### config.mk
export PLATFORM = sky130hd
export DESIGN_NAME = crf_raster_ctrl
export DESIGN_NICKNAME = d
export VERILOG_FILES = /design/src/hw/rtl/crf_pkg.sv /design/src/hw/rtl/crf_raster_ctrl.sv
export SDC_FILE = /design/constraint.sdc
export NUM_CORES = 1
export LEC_CHECK = 0
export BUFFER_PORTS_ARGS = -buffer_cell sky130_fd_sc_hd__buf_2
export CAP_MARGIN = 0
export CORE_MARGIN = 2
export CORE_UTILIZATION = 55
export DETAILED_ROUTE_END_ITERATION = 12
export PLACE_DENSITY_LB_ADDON = 0.08
export SYNTH_ARGS = -nofsm -noshare
export SYNTH_HDL_FRONTEND = slang
export SYNTH_SLANG_ARGS = --single-unit
### constraint.sdc
create_clock -name clk -period 10.09 [get_ports clk]
set_input_delay 0 -clock clk [delete_from_list [all_inputs] [get_ports clk]]
set_output_delay 0 -clock clk [all_outputs]
set_load 0.005 [all_outputs]
### src/hw/rtl/crf_pkg.sv
`timescale 1ns / 1ps

package crf_pkg;

  localparam int MAX_WIDTH_DEF = 1024;
  localparam int COEF_BITS_DEF = 8;
  localparam int KERNEL_SIZE   = 3;
  localparam int KERNEL_TAPS   = KERNEL_SIZE * KERNEL_SIZE;

  localparam int PIX_W        = 8;
  localparam int WIDTH_REG_W  = 11;
  localparam int HEIGHT_REG_W = 16;
  // rows run up to height + 1 before the frame restarts
  localparam int ROW_W        = HEIGHT_REG_W + 1;
  localparam int MODE_W       = 2;
  localparam int CFG_IDX_W    = 3;
  // line store word: {row r-2, row r-1}
  localparam int LB_W         = 2 * PIX_W;

  localparam int WIDTH_RESET  = 1024;
  localparam int HEIGHT_RESET = 768;

  localparam logic [PIX_W-1:0] PIX_MAX = 8'd255;

  localparam int DIV16_SHIFT  = 4;
  localparam int SOBEL_OFFSET = 4 * 255;
  localparam int SOBEL_SHIFT  = 3;
  // divide by 9 through a reciprocal, exact for sums below the clamp limit
  localparam int DIV9_LIMIT   = 9 * 256;
  localparam int DIV9_SHIFT   = 16;
  localparam int DIV9_RECIP   = (1 << DIV9_SHIFT) / 9 + 1;
  localparam int DIV9_IN_W    = 12;
  localparam int DIV9_RECIP_W = 13;

  localparam logic [MODE_W-1:0] SCALE_DIV9  = 2'd0;
  localparam logic [MODE_W-1:0] SCALE_DIV16 = 2'd1;
  localparam logic [MODE_W-1:0] SCALE_SOBEL = 2'd2;

  localparam logic [CFG_IDX_W-1:0] CFG_IMAGE_WIDTH  = 3'd0;
  localparam logic [CFG_IDX_W-1:0] CFG_IMAGE_HEIGHT = 3'd1;
  localparam logic [CFG_IDX_W-1:0] CFG_COEF_TOP     = 3'd2;
  localparam logic [CFG_IDX_W-1:0] CFG_COEF_MID     = 3'd3;
  localparam logic [CFG_IDX_W-1:0] CFG_COEF_BOT     = 3'd4;
  localparam logic [CFG_IDX_W-1:0] CFG_SCALE_MODE   = 3'd5;

  typedef struct packed {
    logic [PIX_W-1:0] pix;
    logic             top_en;
    logic             mid_en;
    logic             col0;
    logic             emit;
    logic             frame_end;
    logic             restart;
  } crf_item_t;

endpackage

### src/hw/rtl/crf_raster_ctrl.sv
`timescale 1ns / 1ps

module crf_raster_ctrl
  import crf_pkg::*;
#(
  parameter int MAX_WIDTH = MAX_WIDTH_DEF,
  localparam int ADDR_W = $clog2(MAX_WIDTH)
) (
  input  logic                    clk,
  input  logic                    rst_n,
  input  logic                    in_valid,
  output logic                    in_ready,
  input  logic [PIX_W-1:0]        pixel_in,
  input  logic                    flush,
  input  logic [WIDTH_REG_W-1:0]  image_width,
  input  logic [HEIGHT_REG_W-1:0] image_height,
  input  logic                    s1_go,
  output logic                    rd_en,
  output logic [ADDR_W-1:0]       rd_addr,
  output logic                    s1_valid,
  output crf_item_t               s1_item,
  output logic [ADDR_W-1:0]       s1_col
);

  localparam int CNT_W = $clog2(MAX_WIDTH + 1);

  logic [ADDR_W-1:0] col_r, col_nxt;
  logic [ROW_W-1:0]  row_r, row_nxt;
  logic              s1_valid_r, s1_valid_nxt;
  crf_item_t         item_r, item_nxt;
  logic [ADDR_W-1:0] s1_col_r;

  logic [CNT_W-1:0]  width_eff;
  logic [CNT_W-1:0]  col_inc;
  logic [ROW_W-1:0]  height_eff;
  logic [ROW_W-1:0]  row_cur;
  logic [ADDR_W-1:0] col_cur;
  logic              wrap_early;
  logic              accept;

  always_comb begin
    if (image_width == '0) begin
      width_eff = CNT_W'(1);
    end else if (int'(image_width) > MAX_WIDTH) begin
      width_eff = CNT_W'(MAX_WIDTH);
    end else begin
      width_eff = CNT_W'(image_width);
    end
    height_eff = (image_height == '0) ? ROW_W'(1) : ROW_W'(image_height);
  end

  // a width lowered while mid-row ends that row here
  assign wrap_early = CNT_W'(col_r) >= width_eff;
  assign col_cur    = wrap_early ? '0 : col_r;
  assign row_cur    = wrap_early ? row_r + ROW_W'(1) : row_r;
  assign col_inc    = CNT_W'(col_cur) + CNT_W'(1);

  assign in_ready = !s1_valid_r || s1_go;
  assign accept   = in_valid && in_ready;

  always_comb begin
    item_nxt.col0      = (col_cur == '0);
    item_nxt.restart   = item_nxt.col0 && (row_cur >= height_eff + ROW_W'(1));
    item_nxt.top_en    = (row_cur >= ROW_W'(2)) && (row_cur < height_eff + ROW_W'(2));
    item_nxt.mid_en    = (row_cur >= ROW_W'(1)) && (row_cur < height_eff + ROW_W'(1));
    item_nxt.emit      = item_nxt.col0 ? item_nxt.top_en : item_nxt.mid_en;
    item_nxt.frame_end = item_nxt.col0 && (row_cur == height_eff + ROW_W'(1));
    item_nxt.pix       = (!flush && (row_cur < height_eff)) ? pixel_in : '0;

    col_nxt = col_r;
    row_nxt = row_r;
    if (accept) begin
      if (item_nxt.restart) begin
        col_nxt = '0;
        row_nxt = '0;
      end else if (col_inc >= width_eff) begin
        col_nxt = '0;
        row_nxt = row_cur + ROW_W'(1);
      end else begin
        col_nxt = col_inc[ADDR_W-1:0];
        row_nxt = row_cur;
      end
    end

    s1_valid_nxt = accept || (s1_valid_r && !s1_go);
  end

  always_ff @(posedge clk) begin
    if (!rst_n) begin
      col_r      <= '0;
      row_r      <= '0;
      s1_valid_r <= 1'b0;
    end else begin
      col_r      <= col_nxt;
      row_r      <= row_nxt;
      s1_valid_r <= s1_valid_nxt;
    end
  end

  always_ff @(posedge clk) begin
    if (accept) begin
      item_r   <= item_nxt;
      s1_col_r <= col_cur;
    end
  end

  assign rd_en    = accept;
  assign rd_addr  = col_cur;
  assign s1_valid = s1_valid_r;
  assign s1_item  = item_r;
  assign s1_col   = s1_col_r;

endmodule

==> reports/results.tsv <==
stage	metric	value	unit
sta	final hold vios	0	
detailed_routing	via count	5221	
floorplanning	io pins	77	
setup_path	crit path max fanout	19	
floorplanning	height of the die	105	µm
min_path	worst hold path type	in -> reg	
power	total chip power	487	µW
setup_path	Worst Path Buf+Inv	1	
logic_synthesis	Post-synth EDFFs	24	
job	# Max-Cap Violations	0	
clock_network	# Post-CTS Setup Buffers	0	
global_route	vias in the first global route	4727	
detailed_routing	drt pass-1 iters	5	
setup_path	cell family with the largest share of critical-path delay	simple AND/OR/NAND/NOR gates	
logic_synthesis	Synth Flop Type	dfxtp_1	
outcome	status	finished clean	
detailed_routing	DR iter-0 viols	380	
setup_path	R2R setup slack	4.20	ns
clock_network	clk sink count	52	
power	Pwr Density	78.0	mW/mm²
place	GPL Wtd Cong	0.955	
place	port bufs	76	
clock_network	CTS Hold Buffers Added	11	
power	P_leak	0.00268	µW
setup_path	Worst Setup Path Type	reg -> reg	
logic_synthesis	Avg Cell Area, Syn	8.50	µm²
logic_synthesis	YS warnings	0	
layout	end-of-flow core utilization	63.3	%
logic_synthesis	Mapped Cells	663	
clock_network	PostCTS Resize Cnt	0	
clock_network	clk slew on worst S/H paths	0.10	ns
logic_synthesis	syn_nets	780	
clock_network	CTS buffer count	5	
clock_network	Clock Root Buffer	clkbuf_8	
floorplanning	starting density of the core	57.1	%
global_route	initial antenna violation count	0	
floorplanning	core area	0.00986	mm²
logic_synthesis	Synth Cell Area	0.00563	mm²
logic_synthesis	sequential cell area fraction in the yosys report	22.7	%
global_route	global-route wire length before repair	24300	µm
sta	setup violators final	0	
setup_path	worst path cell trace	ha_1 -> a211o_1 -> a31oi_2 -> o21ai_1 -> o21ai_2 -> nand2_1 -> inv_1 -> ha_1 -> nand4_1 -> nor2_1 -> xnor2_1 -> nor2_1 -> ha_1 -> nand3_1 -> or3_1 -> a21oi_2 -> and2_1 -> and3b_1 -> a31oi_1 -> or4_1 -> a31oi_1	
detailed_routing	final WL	15100	µm
clock_network	CTS max path bufs	2	
place	Cells after DPL	839	
setup_path	Critical Path Most Common Cell	ha_1	
layout	ant diodes	0	
sta	Tmin final	5.89	ns
setup_path	CP Capture Type	flip-flop	
logic_synthesis	FFs w/ async S/R, synth	0	%
sta	fmax	170	MHz
setup_path	Critical Path Max Stage Delay	0.75	ns
global_route	Total Routing Usage GR	27.2	%
detailed_routing	antenna viol nets, final	0	
floorplanning	chip width	105	µm
clock_network	clk_lat worst skew	0.32	ns
sta	final setup TNS	0	ns
floorplanning	# rows	36	
layout	Final Net Count	841	
sta	RSZ-0062 raised after global routing	no	
global_route	largest net degree at the start of global routing	28	
setup_path	arrival time worst endpoint	6.13	ns
setup_path	highest-delay cell along the critical path	o21ai_2	
detailed_routing	routed wire length per instance	17.6	µm
layout	layout cells sized above 1	17.0	%
logic_synthesis	FF+latch count, synth	52	
layout	Syn-to-layout area delta	10.9	%
place	HPWL after DPL	11700	µm
clock_network	TritonCTS clock tree	built	
layout	Post-Layout Cell Count	858	
detailed_routing	# DRC	0	
sta	Max Slew Vio Count	0	
floorplanning	Die Area	0.0111	mm²
global_route	global route overflow	0	
sta	Slew @ Worst Pin	1.09	ns
logic_synthesis	Synth cell types	78	
sta	clock skew	0.00739	ns
detailed_routing	vias per inst	6.09	
sta	Max-slew headroom	27.4	%
clock_network	# H-tree levels	2	
sta	final period utilization	58.3	%
power	VDD IR-drop max	0.0626	mV
setup_path	startpoint types	flip-flop	
setup_path	WP data required	10.33	ns
## per-stage QoR
| stage | hold slack [ns] | setup WS [ns] | instance area [µm²] |
|---|---|---|---|
| final | 0.189 | 4.20 | 6240 |
| after floorplan | 0.125 | 5.16 | 5630 |
| after global routing | 0.199 | 3.87 | 6240 |
| after detailed placement | 0.269 | 4.15 | 6020 |
| after CTS | 0.184 | 4.29 | 6240 |
| after global placement | 0.244 | 4.44 | 6020 |
## synthesized netlist by cell type, types with 3 or more instances
library cell / n / share of area (%)
nor2b_1: 4 / 0.44
a22o_1: 10 / 1.6
nand4b_1: 3 / 0.47
nand3_2: 3 / 0.53
nand2b_1: 8 / 0.89
a21o_1: 9 / 1.2
ha_1: 77 / 17
a31oi_1: 9 / 1.0
o21ai_1: 4 / 0.36
nor3_1: 12 / 1.1
inv_1: 34 / 2.3
nor4_1: 16 / 1.8
clkbuf_1: 22 / 1.5
or3_1: 7 / 0.78
o211a_1: 3 / 0.53
nand2_1: 71 / 4.7
nand3_1: 21 / 1.9
a21oi_1: 29 / 2.6
xor2_1: 12 / 1.9
buf_2: 7 / 0.62
a211oi_1: 5 / 0.67
o21a_1: 6 / 0.80
nand4_1: 23 / 2.6
xnor2_1: 52 / 8.1
a2111oi_4: 5 / 2.4
nor2_1: 40 / 2.7
edfxtp_1: 24 / 13
o21ai_0: 22 / 2.0
o211ai_1: 5 / 0.67
and3_1: 10 / 1.1
dfxtp_1: 28 / 10
buf_6: 3 / 0.60
and2_1: 17 / 1.9
## cells in the final DEF, fill, tap and decap left out, drive strengths merged, types with 6 or more instances in the layout
cell type	netlist	final
ha	77	77
nor2	40	40
o211ai	6	6
nand4	23	23
nand2	71	71
xnor2	52	52
nand3	24	24
a21oi	32	32
and3	10	10
nor3	13	13
o21ai	28	28
or3	9	9
a211oi	7	7
o21a	7	7
inv	35	35
dlygate4sd3	0	11
buf	12	77
nand2b	8	8
nor4	18	18
a21o	10	10
edfxtp	24	24
xor2	13	13
and2	18	18
a31oi	11	11
a2111oi	9	9
a22o	10	10
dfxtp	28	28
## power breakdown
group	total, µW	switching (µW)	internal (µW)
clock	149	75.4	73.6
combinational	105	62.4	42.5
sequential	233	3.63	230
total	487	141	346
## path summary, 6_finish.rpt
kind         startpoint         end  cells past startpoint
min               flush  s1_item[8]                      3
max reg2reg    col_r[2]   row_r[12]                     21
max            col_r[2]   row_r[12]                     21
min reg2reg   row_r[15]   row_r[15]                      2
## tightest hold or removal path, stage by stage
cell and delay [ns]:
buf_2 0.08, nor4_1 0.10, and2_1 0.17
## kinds of logic after synthesis
group | synth area share, %
AND/OR/NAND/NOR | 24.1
multiplexers | 0.822
flip-flops | 22.7
AO/OA/AOI/OAI | 19.6
adder cells (fa/ha/maj) | 17.1
XOR/XNOR | 10.2
buffers and inverters | 5.42
## cell type report
class	instances	area [µm²]
Multi-Input combinational cell	540	4050
Fill cell	872	3620
Sequential cell	52	1280
Timing Repair Buffer	88	498
Tap cell	133	166
Inverter	37	139
Clock buffer	5	68.8
Clock inverter	3	42.5
## per-layer routing
| metal | vias up | part of all wire, % | GRT usage [%] |
|---|---|---|---|
| li1 | 2549 | - | - |
| met1 | 2454 | 45 | 36.6 |
| met2 | 192 | 47 | 44.8 |
| met3 | 26 | 6.1 | 4.37 |
| met4 | 0 | 2.3 | 7.90 |
| met5 | - | 0 | 0 |
## state kept, by name, summed over array words and instances, names as in the netlist
| name | flops |
|---|---|
| s1_col | 10 |
| s1_item | 14 |
| row_r | 17 |
| s1_valid | 1 |
| col_r | 10 |
Power figures use the tool's default switching activity.
