<file path="src/hw/rtl/crf_pkg.sv">
`timescale 1ns / 1ps

package crf_pkg;

  localparam int MAX_WIDTH_DEF = 1024;
  localparam int COEF_BITS_DEF = 8;
  localparam int KERNEL_SIZE   = 3;
  localparam int KERNEL_TAPS   = KERNEL_SIZE * KERNEL_SIZE;

  localparam int PIX_W        = 8;
  localparam int WIDTH_REG_W  = 11;
  localparam int HEIGHT_REG_W = 16;
  // rows run up to height + 1 before the frame restarts
  localparam int ROW_W        = HEIGHT_REG_W + 1;
  localparam int MODE_W       = 2;
  localparam int CFG_IDX_W    = 3;
  // line store word: {row r-2, row r-1}
  localparam int LB_W         = 2 * PIX_W;

  localparam int WIDTH_RESET  = 1024;
  localparam int HEIGHT_RESET = 768;

  localparam logic [PIX_W-1:0] PIX_MAX = 8'd255;

  localparam int DIV16_SHIFT  = 4;
  localparam int SOBEL_OFFSET = 4 * 255;
  localparam int SOBEL_SHIFT  = 3;
  // divide by 9 through a reciprocal, exact for sums below the clamp limit
  localparam int DIV9_LIMIT   = 9 * 256;
  localparam int DIV9_SHIFT   = 16;
  localparam int DIV9_RECIP   = (1 << DIV9_SHIFT) / 9 + 1;
  localparam int DIV9_IN_W    = 12;
  localparam int DIV9_RECIP_W = 13;

  localparam logic [MODE_W-1:0] SCALE_DIV9  = 2'd0;
  localparam logic [MODE_W-1:0] SCALE_DIV16 = 2'd1;
  localparam logic [MODE_W-1:0] SCALE_SOBEL = 2'd2;

  localparam logic [CFG_IDX_W-1:0] CFG_IMAGE_WIDTH  = 3'd0;
  localparam logic [CFG_IDX_W-1:0] CFG_IMAGE_HEIGHT = 3'd1;
  localparam logic [CFG_IDX_W-1:0] CFG_COEF_TOP     = 3'd2;
  localparam logic [CFG_IDX_W-1:0] CFG_COEF_MID     = 3'd3;
  localparam logic [CFG_IDX_W-1:0] CFG_COEF_BOT     = 3'd4;
  localparam logic [CFG_IDX_W-1:0] CFG_SCALE_MODE   = 3'd5;

  typedef struct packed {
    logic [PIX_W-1:0] pix;
    logic             top_en;
    logic             mid_en;
    logic             col0;
    logic             emit;
    logic             frame_end;
    logic             restart;
  } crf_item_t;

endpackage

</file>
<file path="src/hw/rtl/crf_out_if.sv">
`timescale 1ns / 1ps

interface crf_out_if
  import crf_pkg::*;
();
  logic             valid;
  logic             ready;
  logic [PIX_W-1:0] pixel_out;
  logic             frame_end;

  modport source (output valid, pixel_out, frame_end, input ready);
  modport sink (input valid, pixel_out, frame_end, output ready);
endinterface

</file>
<file path="src/hw/rtl/crf_scaler.sv">
`timescale 1ns / 1ps

module crf_scaler
  import crf_pkg::*;
#(
  parameter int COEF_BITS = COEF_BITS_DEF,
  localparam int PROD_W = COEF_BITS + PIX_W + 1
) (
  input  logic                     clk,
  input  logic                     rst_n,
  input  logic                     s2_valid,
  input  logic                     s2_frame_end,
  input  logic signed [PROD_W-1:0] s2_prod [KERNEL_TAPS],
  input  logic [MODE_W-1:0]        scale_mode,
  output logic                     s2_free,
  crf_out_if.source                out_ch
);

  localparam int SUM_W       = PROD_W + $clog2(KERNEL_TAPS);
  localparam int SX_W        = SUM_W + 1;
  localparam int DIV9_PROD_W = DIV9_IN_W + DIV9_RECIP_W;

  localparam logic signed [SX_W-1:0] SOBEL_OFF_X = SX_W'(SOBEL_OFFSET);
  localparam logic signed [SX_W-1:0] DIV9_LIM_X  = SX_W'(DIV9_LIMIT);
  localparam logic signed [SX_W-1:0] PIX_MAX_X   = SX_W'(PIX_MAX);

  logic signed [SUM_W-1:0]  sum;
  logic signed [SX_W-1:0]   sum_x, sobel_sum, base, scaled;
  logic [DIV9_PROD_W-1:0]   div9_prod;
  logic [PIX_W-1:0]         pix_nxt, pix_r;
  logic                     out_valid_r, frame_end_r;
  logic                     out_free, load;

  always_comb begin
    sum = '0;
    for (int i = 0; i < KERNEL_TAPS; i++) begin
      sum = sum + SUM_W'(s2_prod[i]);
    end
    sum_x     = SX_W'(sum);
    sobel_sum = sum_x + SOBEL_OFF_X;
    // only used below the clamp limit, where the low bits hold the whole sum
    div9_prod = DIV9_PROD_W'(sum_x[DIV9_IN_W-1:0]) * DIV9_PROD_W'(DIV9_RECIP);

    unique case (scale_mode)
      SCALE_DIV16: begin
        base   = sum_x;
        scaled = sum_x >>> DIV16_SHIFT;
      end
      SCALE_SOBEL: begin
        base   = sobel_sum;
        scaled = sobel_sum >>> SOBEL_SHIFT;
      end
      default: begin
        base   = sum_x;
        scaled = (sum_x >= DIV9_LIM_X) ? PIX_MAX_X
                                       : SX_W'(div9_prod[DIV9_SHIFT +: PIX_W]);
      end
    endcase

    if (base[SX_W-1]) begin
      pix_nxt = '0;
    end else if (scaled > PIX_MAX_X) begin
      pix_nxt = PIX_MAX;
    end else begin
      pix_nxt = scaled[PIX_W-1:0];
    end
  end

  assign out_free = !out_valid_r || out_ch.ready;
  assign s2_free  = !s2_valid || out_free;
  assign load     = s2_valid && out_free;

  always_ff @(posedge clk) begin
    if (!rst_n) begin
      out_valid_r <= 1'b0;
    end else if (load) begin
      out_valid_r <= 1'b1;
    end else if (out_ch.ready) begin
      out_valid_r <= 1'b0;
    end
  end

  always_ff @(posedge clk) begin
    if (load) begin
      pix_r       <= pix_nxt;
      frame_end_r <= s2_frame_end;
    end
  end

  assign out_ch.valid     = out_valid_r;
  assign out_ch.pixel_out = pix_r;
  assign out_ch.frame_end = frame_end_r;

endmodule

</file>
<file path="src/flat_wrapper.sv">
// flat-port wrapper written by rule: the top's interface ports become plain ports
module crf_scaler_flat import crf_pkg::*;
#(
  parameter int COEF_BITS = COEF_BITS_DEF,
  localparam int PROD_W = COEF_BITS + PIX_W + 1
)
  (clk, rst_n, s2_valid, s2_frame_end, s2_prod, scale_mode, s2_free, out_ch_valid, out_ch_pixel_out, out_ch_frame_end, out_ch_ready);
  crf_out_if out_ch_i ();
  input  logic clk;
  input  logic rst_n;
  input  logic s2_valid;
  input  logic s2_frame_end;
  input  logic signed [PROD_W-1:0] s2_prod[KERNEL_TAPS];
  input  logic [MODE_W-1:0] scale_mode;
  output logic s2_free;
  output wire logic [$bits(out_ch_i.valid)-1:0] out_ch_valid;
  output wire logic [$bits(out_ch_i.pixel_out)-1:0] out_ch_pixel_out;
  output wire logic [$bits(out_ch_i.frame_end)-1:0] out_ch_frame_end;
  input wire logic [$bits(out_ch_i.ready)-1:0] out_ch_ready;
  assign out_ch_valid = out_ch_i.valid;
  assign out_ch_pixel_out = out_ch_i.pixel_out;
  assign out_ch_frame_end = out_ch_i.frame_end;
  assign out_ch_i.ready = out_ch_ready;
  crf_scaler #(.COEF_BITS(COEF_BITS)) u_core (.clk(clk), .rst_n(rst_n), .s2_valid(s2_valid), .s2_frame_end(s2_frame_end), .s2_prod(s2_prod), .scale_mode(scale_mode), .s2_free(s2_free), .out_ch(out_ch_i));
endmodule
</file>
<file path="config.mk">
export PLATFORM = sky130hd
export DESIGN_NAME = crf_scaler_flat
export DESIGN_NICKNAME = d
export VERILOG_FILES = /design/src/hw/rtl/crf_pkg.sv /design/src/hw/rtl/crf_out_if.sv /design/src/hw/rtl/crf_scaler.sv /design/src/flat_wrapper.sv
export SDC_FILE = /design/constraint.sdc
export NUM_CORES = 1
export LEC_CHECK = 0
export BUFFER_PORTS_ARGS = -buffer_cell sky130_fd_sc_hd__buf_2
export CAP_MARGIN = 20
export CORE_MARGIN = 10
export CORE_UTILIZATION = 62
export DETAILED_ROUTE_END_ITERATION = 16
export GPL_ROUTABILITY_DRIVEN = 0
export GPL_TIMING_DRIVEN = 0
export HOLD_SLACK_MARGIN = 0.12
export PLACE_DENSITY = 0.9
export SYNTH_ARGS = -nofsm -noshare
export SYNTH_HDL_FRONTEND = slang
export SYNTH_SLANG_ARGS = --single-unit
</file>
<file path="constraint.sdc">
create_clock -name clk -period 27.8 [get_ports clk]
set_clock_uncertainty 0.2 [all_clocks]
set_input_delay 4.17 -clock clk [delete_from_list [all_inputs] [get_ports clk]]
set_output_delay 4.17 -clock clk [all_outputs]
set_load 0.05 [all_outputs]
</file>
==> run_results.csv <==
group,metric,value,unit
flow_run,timing.max_cap.violations,0,
routing,vias,6415,
global_routing,antenna_found_initial,0,
clocking,path_clk_slew,40,ps
floorplanning,die_area,17000,um2
worst_setup_path,slowest_stage,"xor2_1",
routing,ant_nets,0,
clocking,root_buffer,"clkbuf_16",
final_layout,area_growth,14.7,%
timing,hold_viol_final,0,
final_layout,fill_cells,890,
synth,ys_seq_area_share,3.84,%
timing,setup_viol,0,
clocking,cts-hold-fix-buffers,0,
synth,syn_area,7570,um2
clocking,insertion_delay,230,ps
hold_path,holdCritStartpoint,"u_core.out_ch.valid",
clocking,cts_resized,0,
synth,synth_cell_types,69,
clocking,cts_sinks,10,
synth,synth_async_sr_flop_share,0,%
routing,viasPerCell,5.52,
floorplanning,fp.coreArea,12000,um2
clocking,cts_tree,"built",
worst_setup_path,r2r_slack,26120,ps
placed_design,dp_slack,14010,ps
routing,wl_per_cell,15.1,um
worst_setup_path,r2r_start,"u_core.out_ch.valid",
global_routing,grt_max_degree,12,
timing,fin_crit_sh,49.2,%
hold_path,hold_end,"u_core.out_ch.valid",
timing,tightestPinTransition,873,ps
final_layout,nets,1418,
worst_setup_path,start_kind,"input pin",
timing,maxSlewHeadroom,41.6,%
synth,synth-edff-count,9,
routing,drc,0,
synth,ys.flop_type,"edfxtp_1",
global_routing,track_usage,21.3,%
timing,fin_tns_setup,0,ps
timing,rsz0062_at_grt,"false",
synth,yosys_warnings,0,
clocking,cts_setup_buffers,0,
worst_setup_path,path_max_fanout,9,
worst_setup_path,crit_start,"s2_prod[103]",
worst_setup_path,arrival,13530,ps
clocking,clk_path_buf_depth,2,
floorplanning,io_pins,171,
global_routing,grt_pass1_vias,6963,
synth,avgSynthCellArea,9.00,um2
worst_setup_path,crit_path_max_incr_delay,620,ps
routing,dr.first_iter.drc_count,332,
floorplanning,core.rowCount,40,
worst_setup_path,cp.required,27650,ps
final_layout,antenna_cells,0,
hold_path,hold_path_class,"register to register",
synth,synth_seq_cells,10,
worst_setup_path,crit_type,"input pin to register",
clocking,cts_buffers,3,
global_routing,grt-ovfl-total,0,
floorplanning,die_y,130,um
synth,synth_nets,1243,
run_status,outcome,"finished, final reports clean",
timing,period_minus_slack,13680,ps
routing,drt-total-wl,17600,um
floorplanning,start_util,63.3,%
routing,dr.pass1.iters,5,
worst_setup_path,endpoint_kind,"register",
worst_setup_path,r2r_cells,2,
final_layout,layout-drive-gt1-share,19.4,%
timing,drv_slew,0,
placed_design,portBuffers,170,
final_layout,fin_util,72.6,%
clocking,htree_levels,1,
floorplanning,die_x,130,um
timing,fmax,73.1,MHz
synth,syn_inst,841,
global_routing,grt_pass1_wl,30600,um
placed_design,hpwl,16000,um
timing,finalWorstSetupSlack,14120,ps
worst_setup_path,r2r-end,"u_core.out_ch.pixel_out[7]",
worst_setup_path,crit_path_frequent_cell,"inv_1",
hold_path,hold-path-cell-count,2,
-- worst max-delay path by stage --
| stage | endpoint | slack (ps) | cells past startpoint |
|---|---|---|---|
| 2_1_floorplan | u_core.out_ch.pixel_out[7] | 15070 | 38 |
| 3_3_place_gp | u_core.out_ch.pixel_out[7] | 14200 | 39 |
| 3_5_place_dp | u_core.out_ch.pixel_out[7] | 14010 | 39 |
| 4_1_cts | u_core.out_ch.pixel_out[7] | 14210 | 39 |
| 5_1_grt | u_core.out_ch.pixel_out[7] | 13340 | 39 |
| 6_report | u_core.out_ch.pixel_out[7] | 14120 | 39 |
-- cell usage after synthesis, drive strengths merged (3+ instances only) --
cell type,n,area share (%)
o41ai,3,0.35
a221oi,7,0.81
o211ai,7,0.69
and3,4,0.33
or3,3,0.33
nand2,29,1.5
fa,129,34
o31ai,9,0.89
inv,217,11
a32oi,3,0.69
buf,4,0.25
nor2,36,1.8
a311oi,3,0.35
xnor2,28,3.2
edfxtp,9,3.6
nor3b,4,0.40
o21ai,34,2.2
nand3b,4,0.45
nor2b,8,0.66
nand3,16,1.1
o21a,7,0.69
and2,3,0.25
a211oi,7,0.86
a21oi,35,2.3
a2111oi,3,0.36
o211a,3,0.40
nand4,6,0.50
ha,113,19
a21o,15,1.5
nor4,4,0.33
o31a,4,0.46
clkbuf,8,0.93
o21bai,3,0.35
nor3,15,1.1
nand2b,5,0.41
xor2,25,2.9
a21boi,3,0.30
-- metal layers --
layer	track usage [%]	vias to the layer above	wire length, um
li1	-	3103	-
met1	24.6	3111	6780
met2	41.8	181	9610
met3	2.74	20	988
met4	2.88	0	201
met5	0	-	0
-- critical path: cells and delay by family --
kind / cells / cell delay, ps
adders and majority gates: 11 / 4420
xor gates and xnor gates: 2 / 800
AOI/OAI and AO/OA: 14 / 2900
buffers and inverters: 9 / 930
and+or+nand+nor: 3 / 300
-- final cells by class --
type                       instances  area [um2]  share of cell area, %
buffer                            12        88.8                   1.02
clock buffer                       3        75.1                  0.865
clock inverter                     1        3.75                 0.0432
inverter                         218         818                   9.43
multi-input combinational        601        6370                   73.4
sequential                        10         290                   3.34
tap                              147         184                   2.12
timing repair buffer             170         851                   9.80
-- cells in the final DEF (no fill, tap or decap), drive strengths merged, types with 5 or more instances in the layout --
cell	n
nor3	15
nor2	36
inv	217
a21o	15
edfxtp	9
ha	113
xor2	25
o211ai	7
a221oi	7
a211oi	7
nand2	29
xnor2	28
nand4	6
o21ai	34
buf	174
o31ai	9
nor2b	8
nand2b	5
a21oi	35
clkbuf	11
o21a	7
fa	129
nand3	16
-- state kept, by name, indices dropped and copies added, names as in the netlist --
signal                   count
u_core.out_ch.valid          1
u_core.out_ch.pixel_out      8
u_core.out_ch.frame_end      1
-- through the flow --
step	instances	cell area [um2]	hold slack, ps
6_report	1162	8680	464
5_1_grt	1162	8680	482
4_1_cts	1162	8680	467
3_5_place_dp	1158	8600	465
3_3_place_gp	1158	8600	428
2_1_floorplan	841	7570	681
-- cell families (layout without fill, tap and decap cells) --
family,Yosys count,count (layout),share of synthesized area (%)
flops,10,10,3.84
buf+inv,230,404,12.0
fa+ha+maj,242,242,52.8
xor+xnor,53,53,6.14
simple gates,145,145,10.2
compound gates,161,161,15.0
Power is not shown: default switching activity piles up to over one toggle a cycle in this logic, so the estimate is an artifact.
