`src/hw/rtl/crf_pkg.sv`:
```
`timescale 1ns / 1ps

package crf_pkg;

  localparam int MAX_WIDTH_DEF = 1024;
  localparam int COEF_BITS_DEF = 8;
  localparam int KERNEL_SIZE   = 3;
  localparam int KERNEL_TAPS   = KERNEL_SIZE * KERNEL_SIZE;

  localparam int PIX_W        = 8;
  localparam int WIDTH_REG_W  = 11;
  localparam int HEIGHT_REG_W = 16;
  // rows run up to height + 1 before the frame restarts
  localparam int ROW_W        = HEIGHT_REG_W + 1;
  localparam int MODE_W       = 2;
  localparam int CFG_IDX_W    = 3;
  // line store word: {row r-2, row r-1}
  localparam int LB_W         = 2 * PIX_W;

  localparam int WIDTH_RESET  = 1024;
  localparam int HEIGHT_RESET = 768;

  localparam logic [PIX_W-1:0] PIX_MAX = 8'd255;

  localparam int DIV16_SHIFT  = 4;
  localparam int SOBEL_OFFSET = 4 * 255;
  localparam int SOBEL_SHIFT  = 3;
  // divide by 9 through a reciprocal, exact for sums below the clamp limit
  localparam int DIV9_LIMIT   = 9 * 256;
  localparam int DIV9_SHIFT   = 16;
  localparam int DIV9_RECIP   = (1 << DIV9_SHIFT) / 9 + 1;
  localparam int DIV9_IN_W    = 12;
  localparam int DIV9_RECIP_W = 13;

  localparam logic [MODE_W-1:0] SCALE_DIV9  = 2'd0;
  localparam logic [MODE_W-1:0] SCALE_DIV16 = 2'd1;
  localparam logic [MODE_W-1:0] SCALE_SOBEL = 2'd2;

  localparam logic [CFG_IDX_W-1:0] CFG_IMAGE_WIDTH  = 3'd0;
  localparam logic [CFG_IDX_W-1:0] CFG_IMAGE_HEIGHT = 3'd1;
  localparam logic [CFG_IDX_W-1:0] CFG_COEF_TOP     = 3'd2;
  localparam logic [CFG_IDX_W-1:0] CFG_COEF_MID     = 3'd3;
  localparam logic [CFG_IDX_W-1:0] CFG_COEF_BOT     = 3'd4;
  localparam logic [CFG_IDX_W-1:0] CFG_SCALE_MODE   = 3'd5;

  typedef struct packed {
    logic [PIX_W-1:0] pix;
    logic             top_en;
    logic             mid_en;
    logic             col0;
    logic             emit;
    logic             frame_end;
    logic             restart;
  } crf_item_t;

endpackage

```
`src/hw/rtl/crf_window_mac.sv`:
```
`timescale 1ns / 1ps

module crf_window_mac
  import crf_pkg::*;
#(
  parameter int MAX_WIDTH = MAX_WIDTH_DEF,
  parameter int COEF_BITS = COEF_BITS_DEF,
  localparam int ADDR_W = $clog2(MAX_WIDTH),
  localparam int COEF_ROW_W = KERNEL_SIZE * COEF_BITS,
  localparam int PROD_W = COEF_BITS + PIX_W + 1
) (
  input  logic                     clk,
  input  logic                     rst_n,
  input  logic                     s1_valid,
  input  crf_item_t                s1_item,
  input  logic [ADDR_W-1:0]        s1_col,
  input  logic [LB_W-1:0]          rd_data,
  input  logic [COEF_ROW_W-1:0]    coef_rows [KERNEL_SIZE],
  input  logic                     s2_free,
  output logic                     s1_go,
  output logic                     wr_en,
  output logic [ADDR_W-1:0]        wr_addr,
  output logic [LB_W-1:0]          wr_data,
  output logic                     s2_valid,
  output logic                     s2_frame_end,
  output logic signed [PROD_W-1:0] s2_prod [KERNEL_TAPS]
);

  // window indexed [column][row], column 2 is the newest, row 0 the top
  logic [PIX_W-1:0]         win_r   [KERNEL_SIZE][KERNEL_SIZE];
  logic [PIX_W-1:0]         win_nxt [KERNEL_SIZE][KERNEL_SIZE];
  logic [PIX_W-1:0]         sh      [KERNEL_SIZE][KERNEL_SIZE];
  logic [PIX_W-1:0]         top_pix, mid_pix;
  logic signed [PROD_W-1:0] prod_nxt [KERNEL_TAPS];
  logic signed [PROD_W-1:0] prod_r   [KERNEL_TAPS];
  logic                     s2_valid_r, frame_end_r;
  logic                     load_s2;

  always_comb begin
    top_pix = s1_item.top_en ? rd_data[LB_W-1:PIX_W] : '0;
    mid_pix = s1_item.mid_en ? rd_data[PIX_W-1:0] : '0;

    sh[0] = win_r[1];
    sh[1] = win_r[2];
    // column 0 takes in zero padding to close the previous row
    if (s1_item.col0) begin
      sh[2] = '{default: '0};
    end else begin
      sh[2] = '{top_pix, mid_pix, s1_item.pix};
    end

    if (s1_item.restart) begin
      win_nxt = '{default: '0};
    end else if (s1_item.col0) begin
      win_nxt    = '{default: '0};
      win_nxt[2] = '{top_pix, mid_pix, s1_item.pix};
    end else begin
      win_nxt = sh;
    end
  end

  // flipped kernel: tap (v,u) meets column 2-u, row 2-v
  always_comb begin
    for (int v = 0; v < KERNEL_SIZE; v++) begin
      for (int u = 0; u < KERNEL_SIZE; u++) begin
        prod_nxt[v*KERNEL_SIZE+u] =
          PROD_W'($signed(coef_rows[v][u*COEF_BITS +: COEF_BITS])) *
          PROD_W'($signed({1'b0, sh[KERNEL_SIZE-1-u][KERNEL_SIZE-1-v]}));
      end
    end
  end

  assign s1_go   = s1_valid && (!s1_item.emit || s2_free);
  assign load_s2 = s1_go && s1_item.emit;

  assign wr_en   = s1_go && !s1_item.restart;
  assign wr_addr = s1_col;
  assign wr_data = {rd_data[PIX_W-1:0], s1_item.pix};

  always_ff @(posedge clk) begin
    if (!rst_n) begin
      win_r      <= '{default: '0};
      s2_valid_r <= 1'b0;
    end else begin
      if (s1_go) begin
        win_r <= win_nxt;
      end
      if (load_s2) begin
        s2_valid_r <= 1'b1;
      end else if (s2_free) begin
        s2_valid_r <= 1'b0;
      end
    end
  end

  always_ff @(posedge clk) begin
    if (load_s2) begin
      prod_r      <= prod_nxt;
      frame_end_r <= s1_item.frame_end;
    end
  end

  assign s2_valid     = s2_valid_r;
  assign s2_frame_end = frame_end_r;
  assign s2_prod      = prod_r;

endmodule

```
`config.mk`:
```
export PLATFORM = sky130hd
export DESIGN_NAME = crf_window_mac
export DESIGN_NICKNAME = d
export VERILOG_FILES = /design/src/hw/rtl/crf_pkg.sv /design/src/hw/rtl/crf_window_mac.sv
export SDC_FILE = /design/constraint.sdc
export NUM_CORES = 1
export LEC_CHECK = 0
export BUFFER_PORTS_ARGS = -buffer_cell sky130_fd_sc_hd__buf_2
export CELL_PAD_IN_SITES_DETAIL_PLACEMENT = 1
export CELL_PAD_IN_SITES_GLOBAL_PLACEMENT = 1
export CORE_UTILIZATION = 30
export CTS_CLUSTER_DIAMETER = 50
export DETAILED_ROUTE_END_ITERATION = 8
export PLACE_DENSITY = 0.64
export SLEW_MARGIN = 15
export SYNTH_ARGS = -nofsm -noshare
export SYNTH_HDL_FRONTEND = slang
export SYNTH_SLANG_ARGS = --single-unit
```
`constraint.sdc`:
```
create_clock -name clk -period 9.22 [get_ports clk]
set_input_delay 0.461 -clock clk [delete_from_list [all_inputs] [get_ports clk]]
set_output_delay 0.461 -clock clk [all_outputs]
set_load 0.1 [all_outputs]
```
==> flow_summary.json, run 1 <==
{
  "async_flop_share": 0,
  "ys_ff_latch": 203,
  "worst_slew_pin_slew_ns": 0.9615,
  "status": "finished clean",
  "crit_type": "in -> reg",
  "die_h_um": 303.1,
  "startpoint_type": "primary input",
  "ys_types": 66,
  "first_global_vias": 21319,
  "viasPerCell": 4.665,
  "slew_violations": 0,
  "grt_pass1_wl_um": 113500,
  "antenna_left": 0,
  "setup_tns_ns": 0,
  "p_int_w": 0.002453,
  "ir_drop_mv": 0.1244,
  "pin_count": 299,
  "synth_top_area_cell": "fa_1",
  "final_layout_size_suffix_gt1_frac": 0.1242,
  "netlist_top_cells_count": "549 x inv_1, 387 x ha_1, 333 x fa_1",
  "routabilityCongestion": 0.7932,
  "initial_utilization": 0.3026,
  "total_leakage_power_nw": 15.57,
  "chipWidth_um": 303.1,
  "clk_latency_ns": 0.60,
  "period_share": 0.5235,
  "clk_pin_slew_ns": 0.05,
  "die-area_mm2": 0.09187,
  "synth_top_area_frac": 0.2451,
  "dp_hpwl_um": 56400,
  "cts_hold_buf": 0,
  "setup_violations": 0,
  "vias": 19960,
  "fin_crit_ns": 4.826,
  "drc": 0,
  "synth_warnings": 0,
  "swShare": 0.3838,
  "rsz0062_at_grt": "no",
  "power.density_mw_per_mm2": 127.9,
  "tritoncts": "yes",
  "grtUsageTotal": 0.1553,
  "grt_max_degree": 65,
  "synth.most_common_cell": "inv_1",
  "synth_edf_count": 154,
  "netlist_area_mm2": 0.02720,
  "syn_area_per_cell_um2": 9.593,
  "ys_top_cells_by_area": "fa_1 25%, ha_1 18%, edfxtp_1 17%",
  "cp.required_ns": 9.54,
  "antenna_found_initial": 8,
  "placementRows": 110,
  "clkSinkCount": 203,
  "critPathCaptureType": "flip-flop",
  "p_comb_frac": 0.332,
  "root_buffer": "clkbuf_16",
  "synthCells": 2835,
  "clock.fmax_mhz": 207.2,
  "ys_seq_area_frac": 0.2061,
  "fin_worst_skew_ns": 0.02886,
  "area_delta_synth_final_pct": 14.42,
  "fin_util": 0.3462,
  "p_switching_w": 0.001528,
  "syn_nets": 3671,
  "wl_per_cell_um": 16.25,
  "critPathMaxFanout": 50,
  "ctsResizeCount": 0,
  "relSlewSlack": 0.3590,
  "grt-ovfl-total": 0,
  "core_mm2": 0.08987,
  "dp.cells": 4195,
  "p_clk_frac": 0.393,
  "crit_arrival_ns": 5.14,
  "drt_wl_total_um": 69550,
  "clock_path_buffers": 3,
  "cts_buffers": 44,
  "dr.pass1.iters": 4,
  "drv_cap": 0,
  "nets": 3901,
  "pwr-share-seq": 0.276,
  "htreeDepth": 2,
  "final_hold_viol_count": 0,
  "hold_path.class": "in -> reg",
  "final_cells": 4279,
  "io_buffer_count": 278,
  "synth_ff_type": "edfxtp_1",
  "cts_setup_buffers": 0,
  "drt-initial-drc-count": 776
}
[power groups by stage]
stage	logic (W)	clock network (W)	registers, W
after detailed placement	0.00133	0	0.00112
after floorplan	0.000693	0	0.00147
after CTS	0.00134	0.00163	0.00110
after global routing	0.00147	0.00166	0.00110
after global placement	0.00132	0	0.00112
final	0.00132	0.00156	0.00110
[state kept, by name, summed over array words and instances (netlist names)]
register and cells:
s2_frame_end 1, s2_prod 153, s2_valid 1, sh 48
[layout make-up]
class / instances / area [µm²]
inverter: 551 / 2068
timing repair buffer: 287 / 1459
clock buffer: 56 / 1220
sequential: 203 / 5605
clock inverter: 26 / 229.0
fill: 10366 / 58760
tap: 1176 / 1471
multi-input combinational: 1978 / 19060
antenna: 2 / 5.005
[critical path: stages]
cell	delay [ns]
buf_2	0.23
nor2b_2	0.41
buf_4	0.45
nand3_1	0.16
fa_1	0.44
fa_1	0.54
inv_1	0.05
fa_1	0.54
inv_1	0.06
fa_1	0.49
inv_1	0.06
ha_1	0.36
o211ai_1	0.15
a211oi_1	0.44
o2111a_1	0.24
a211oi_2	0.04
[per-stage QoR]
stage / hold WS (ns) / total power, W / setup WS [ns] / cell area [µm²]
final: 0.1752 / 0.003981 / 4.394 / 31120
after global routing: 0.1618 / 0.004229 / 4.104 / 31120
after CTS: 0.1474 / 0.004071 / 4.419 / 31110
after floorplan: 0.5599 / 0.002161 / 1.272 / 27200
after detailed placement: 0.5641 / 0.002450 / 3.770 / 29660
after global placement: 0.5693 / 0.002438 / 3.847 / 29660
[layout by cell type, fill, tap and decap left out, types with 20 or more instances in the layout]
master and instances:
inv_1 549, ha_1 387, fa_1 333, buf_2 278, and2_1 272, nand2_1 194
edfxtp_1 154, nor2_1 106, and3_1 89, a21oi_1 68, xnor2_1 62, nand3_1 56
dfxtp_1 49, nor2b_1 47, clkbuf_16 47, o21ai_0 41, a21o_1 38, nor3_1 29
a211oi_1 26, xor2_1 25, a22oi_1 24, a21boi_0 24, nand2b_1 20
[logic make-up after synthesis]
logic type / Yosys count / share of synthesized area
simple gates: 864 / 0.1690
compound gates: 306 / 0.07931
xor+xnor: 87 / 0.02802
fa+ha+maj: 720 / 0.4231
flops: 203 / 0.2061
mux: 1 / 0.0003681
buf+inv: 654 / 0.09403
[per-layer routing]
layer / vias up / track usage / part of all wire / wire, µm
met4: 10 / 0.04451 / 0.026 / 1816
met2: 255 / 0.2545 / 0.47 / 32500
met1: 9977 / 0.2066 / 0.46 / 32230
met3: 91 / 0.03106 / 0.042 / 2953
li1: 9627 / - / - / -
met5: - / 0 / 0.00078 / 54
[path summary, 6_finish.rpt]
path,start,to,slack [ns],cells after the start
setup / recovery,s1_item[3],s2_prod[101],4.39,16
hold / removal,s1_item[1],s2_frame_end,0.18,1
setup reg to reg,sh[31],s2_prod[135],4.67,14
hold reg to reg,s2_valid,s2_valid,0.58,2
(Power assumes the default switching activity.)
==> run 2, diff against run 1 <==
- ABC_AREA: default -> 1
- PLACE_DENSITY: 0.64 -> 0.69
- clock period: 9.22 -> 4.33 ns (I/O delays scaled with it)
==> run 2 against run 1 <==
Worst setup slack lost 4.2 ns. Critical endpoint is now s2_prod[98]. Cell count grew 25%. Sequential cell count is the same.
==> flow_summary.json, run 2 <==
{
  "status": "finished clean",
  "final_cells": 5365,
  "pwr-share-seq": 0.253,
  "drt-initial-drc-count": 756,
  "syn_area_per_cell_um2": 7.626,
  "antenna_left": 0,
  "synthCells": 3772,
  "largest_reg_flops": 153,
  "slew_violations": 0,
  "setup_ws_ns": 0.1764,
  "dp_hpwl_um": 68640,
  "io_buffer_count": 278,
  "final_cell_mix": "1077 x inv_1, 1001 x nand2_1, 387 x ha_1",
  "clk_pin_slew_ns": 0.05,
  "drc": 0,
  "final_layout_size_suffix_gt1_frac": 0.1120,
  "fin_crit_ns": 4.154,
  "tritoncts": "yes",
  "die_h_um": 311.7,
  "synth_top_area_cell": "fa_1",
  "netlist_top_cells_count": "1080 x inv_1, 1001 x nand2_1, 387 x ha_1",
  "diodes": 0,
  "placementRows": 113,
  "drt_wl_total_um": 81480,
  "ys_seq_area_frac": 0.1949,
  "finalPower_w": 0.009240,
  "clk_latency_ns": 0.62,
  "n_fill_cell": 11754,
  "grtUsageTotal": 0.1722,
  "viasPerCell": 4.420,
  "async_flop_share": 0,
  "rsz0062_at_grt": "no",
  "p_comb_frac": 0.329,
  "grt-ovfl-total": 0,
  "ys_top_cells_by_area": "fa_1 23%, ha_1 17%, edfxtp_1 16%",
  "synth_top_area_frac": 0.2317,
  "worst_slew_pin_slew_ns": 1.090,
  "period_share": 0.9593,
  "power.density_mw_per_mm2": 275.1,
  "die-area_mm2": 0.09713,
  "regArea_mm2": 0.005612,
  "antenna_found_initial": 8,
  "synth_edf_count": 154,
  "root_buffer": "clkbuf_16",
  "clkSinkCount": 203,
  "wl_per_cell_um": 15.19,
  "clock.fmax_mhz": 240.8,
  "critPathMaxFanout": 5,
  "grt_max_degree": 53,
  "dr.pass1.iters": 5,
  "crit_arrival_ns": 4.52,
  "startpoint_type": "primary input",
  "grt_pass1_wl_um": 133800,
  "hold_path.class": "in -> reg",
  "clock_path_buffers": 3,
  "nets": 4896,
  "cts_buffers": 48,
  "dpl_worst_slack_ns": -0.1365,
  "total_leakage_power_nw": 19.94,
  "dp.cells": 5251,
  "crit_type": "in -> reg",
  "cts_setup_buffers": 0,
  "chipWidth_um": 311.7,
  "area_delta_synth_final_pct": 16.76,
  "cp.required_ns": 4.69,
  "fin_worst_skew_ns": 0.02826,
  "relSlewSlack": 0.2717,
  "layout_commonest_cell": "inv_1",
  "drv_cap": 0,
  "first_global_vias": 25460,
  "synth.most_common_cell": "inv_1",
  "ir_drop_mv": 0.2968,
  "fin_util": 0.3535,
  "setup_violations": 0,
  "p_int_w": 0.005657,
  "p_switching_w": 0.003583,
  "vias": 23711,
  "multi_input_area_mm2": 0.01841,
  "routabilityCongestion": 0.8626,
  "synth_ff_type": "edfxtp_1",
  "p_clk_frac": 0.418,
  "critPathCaptureType": "flip-flop",
  "core_mm2": 0.09501,
  "ys_ff_latch": 203,
  "initial_utilization": 0.3028,
  "final_hold_viol_count": 0,
  "netlist_area_mm2": 0.02877,
  "ys_types": 24,
  "htreeDepth": 2,
  "synth_warnings": 0,
  "swShare": 0.3878,
  "pin_count": 299,
  "syn_nets": 4608
}
-- run 2: final cells by class --
type                            count  area share
Inverter                         1087      0.1216
Timing Repair Buffer              378     0.06593
Multi-Input combinational cell   2342      0.5482
Clock buffer                       53     0.03695
Sequential cell                   203      0.1671
Tap cell                         1265     0.04712
Clock inverter                     37     0.01315
-- run 2: cell families (layout without fill, tap and decap cells) --
logic type | Yosys count | in the layout | synth area share
AND/OR/NAND/NOR | 1472 | 1472 | 0.2051
XOR/XNOR | 63 | 63 | 0.01918
AO/OA/AOI/OAI | 87 | 87 | 0.01553
buffers and inverters | 1227 | 1555 | 0.1652
flip-flops | 203 | 203 | 0.1949
adder cells (fa/ha/maj) | 720 | 720 | 0.4001
-- run 2: critical path, cell delays in order --
cell,delay (ns)
dlygate4sd3_1,0.53
buf_2,0.17
nand3_1,0.19
inv_1,0.12
nand2_1,0.07
fa_1,0.48
fa_1,0.52
inv_1,0.06
fa_1,0.54
inv_1,0.05
fa_1,0.47
inv_1,0.04
ha_1,0.34
nand2_1,0.14
inv_1,0.06
nand2_1,0.06
nand2_1,0.06
nand2_1,0.10
nand3_1,0.09
nand2_1,0.09
nand2_1,0.08
-- run 2: through the flow --
step	TNS, ns	hold slack (ns)	cell area, µm²
final	0	0.03740	33590
after CTS	0	0.01154	33580
after global routing	0	0.02858	33590
after global placement	0	0.3932	31650
after detailed placement	-0.5926	0.4057	31650
after floorplan	0	0.3100	28770
-- run 2: final timing paths --
check	from	slack (ns)	to	cells after the start
hold reg to reg	sh[33]	0.48	sh[33]	2
hold / removal	rd_data[14]	0.04	sh[46]	3
setup / recovery	rd_data[6]	0.18	s2_prod[98]	21
setup reg to reg	sh[62]	0.27	s2_prod[67]	17
-- run 2: power groups by stage --
stage          registers, W  logic [W]  clock network (W)
2_1_floorplan       0.00310    0.00162                  0
3_3_place_gp        0.00238    0.00300                  0
3_5_place_dp        0.00238    0.00306                  0
4_1_cts             0.00234    0.00310            0.00400
5_1_grt             0.00235    0.00340            0.00408
6_report            0.00234    0.00304            0.00386
-- run 2: what timing repair did --
item                                    4_1_cts  5_1_grt
hold endpoints to repair                     23        0
gates resized for setup                       0        7
hold buffers                                 24        0
endpoints found under the setup margin        0       12
-- run 2: per-layer routing --
metal	routed length [µm]	part of all wire	vias up	global-route usage
li1	-	-	11646	-
met1	36850	0.45	11569	0.2211
met2	39350	0.48	380	0.2998
met3	3496	0.043	106	0.02922
met4	1723	0.021	10	0.04022
met5	64	0.00079	-	0
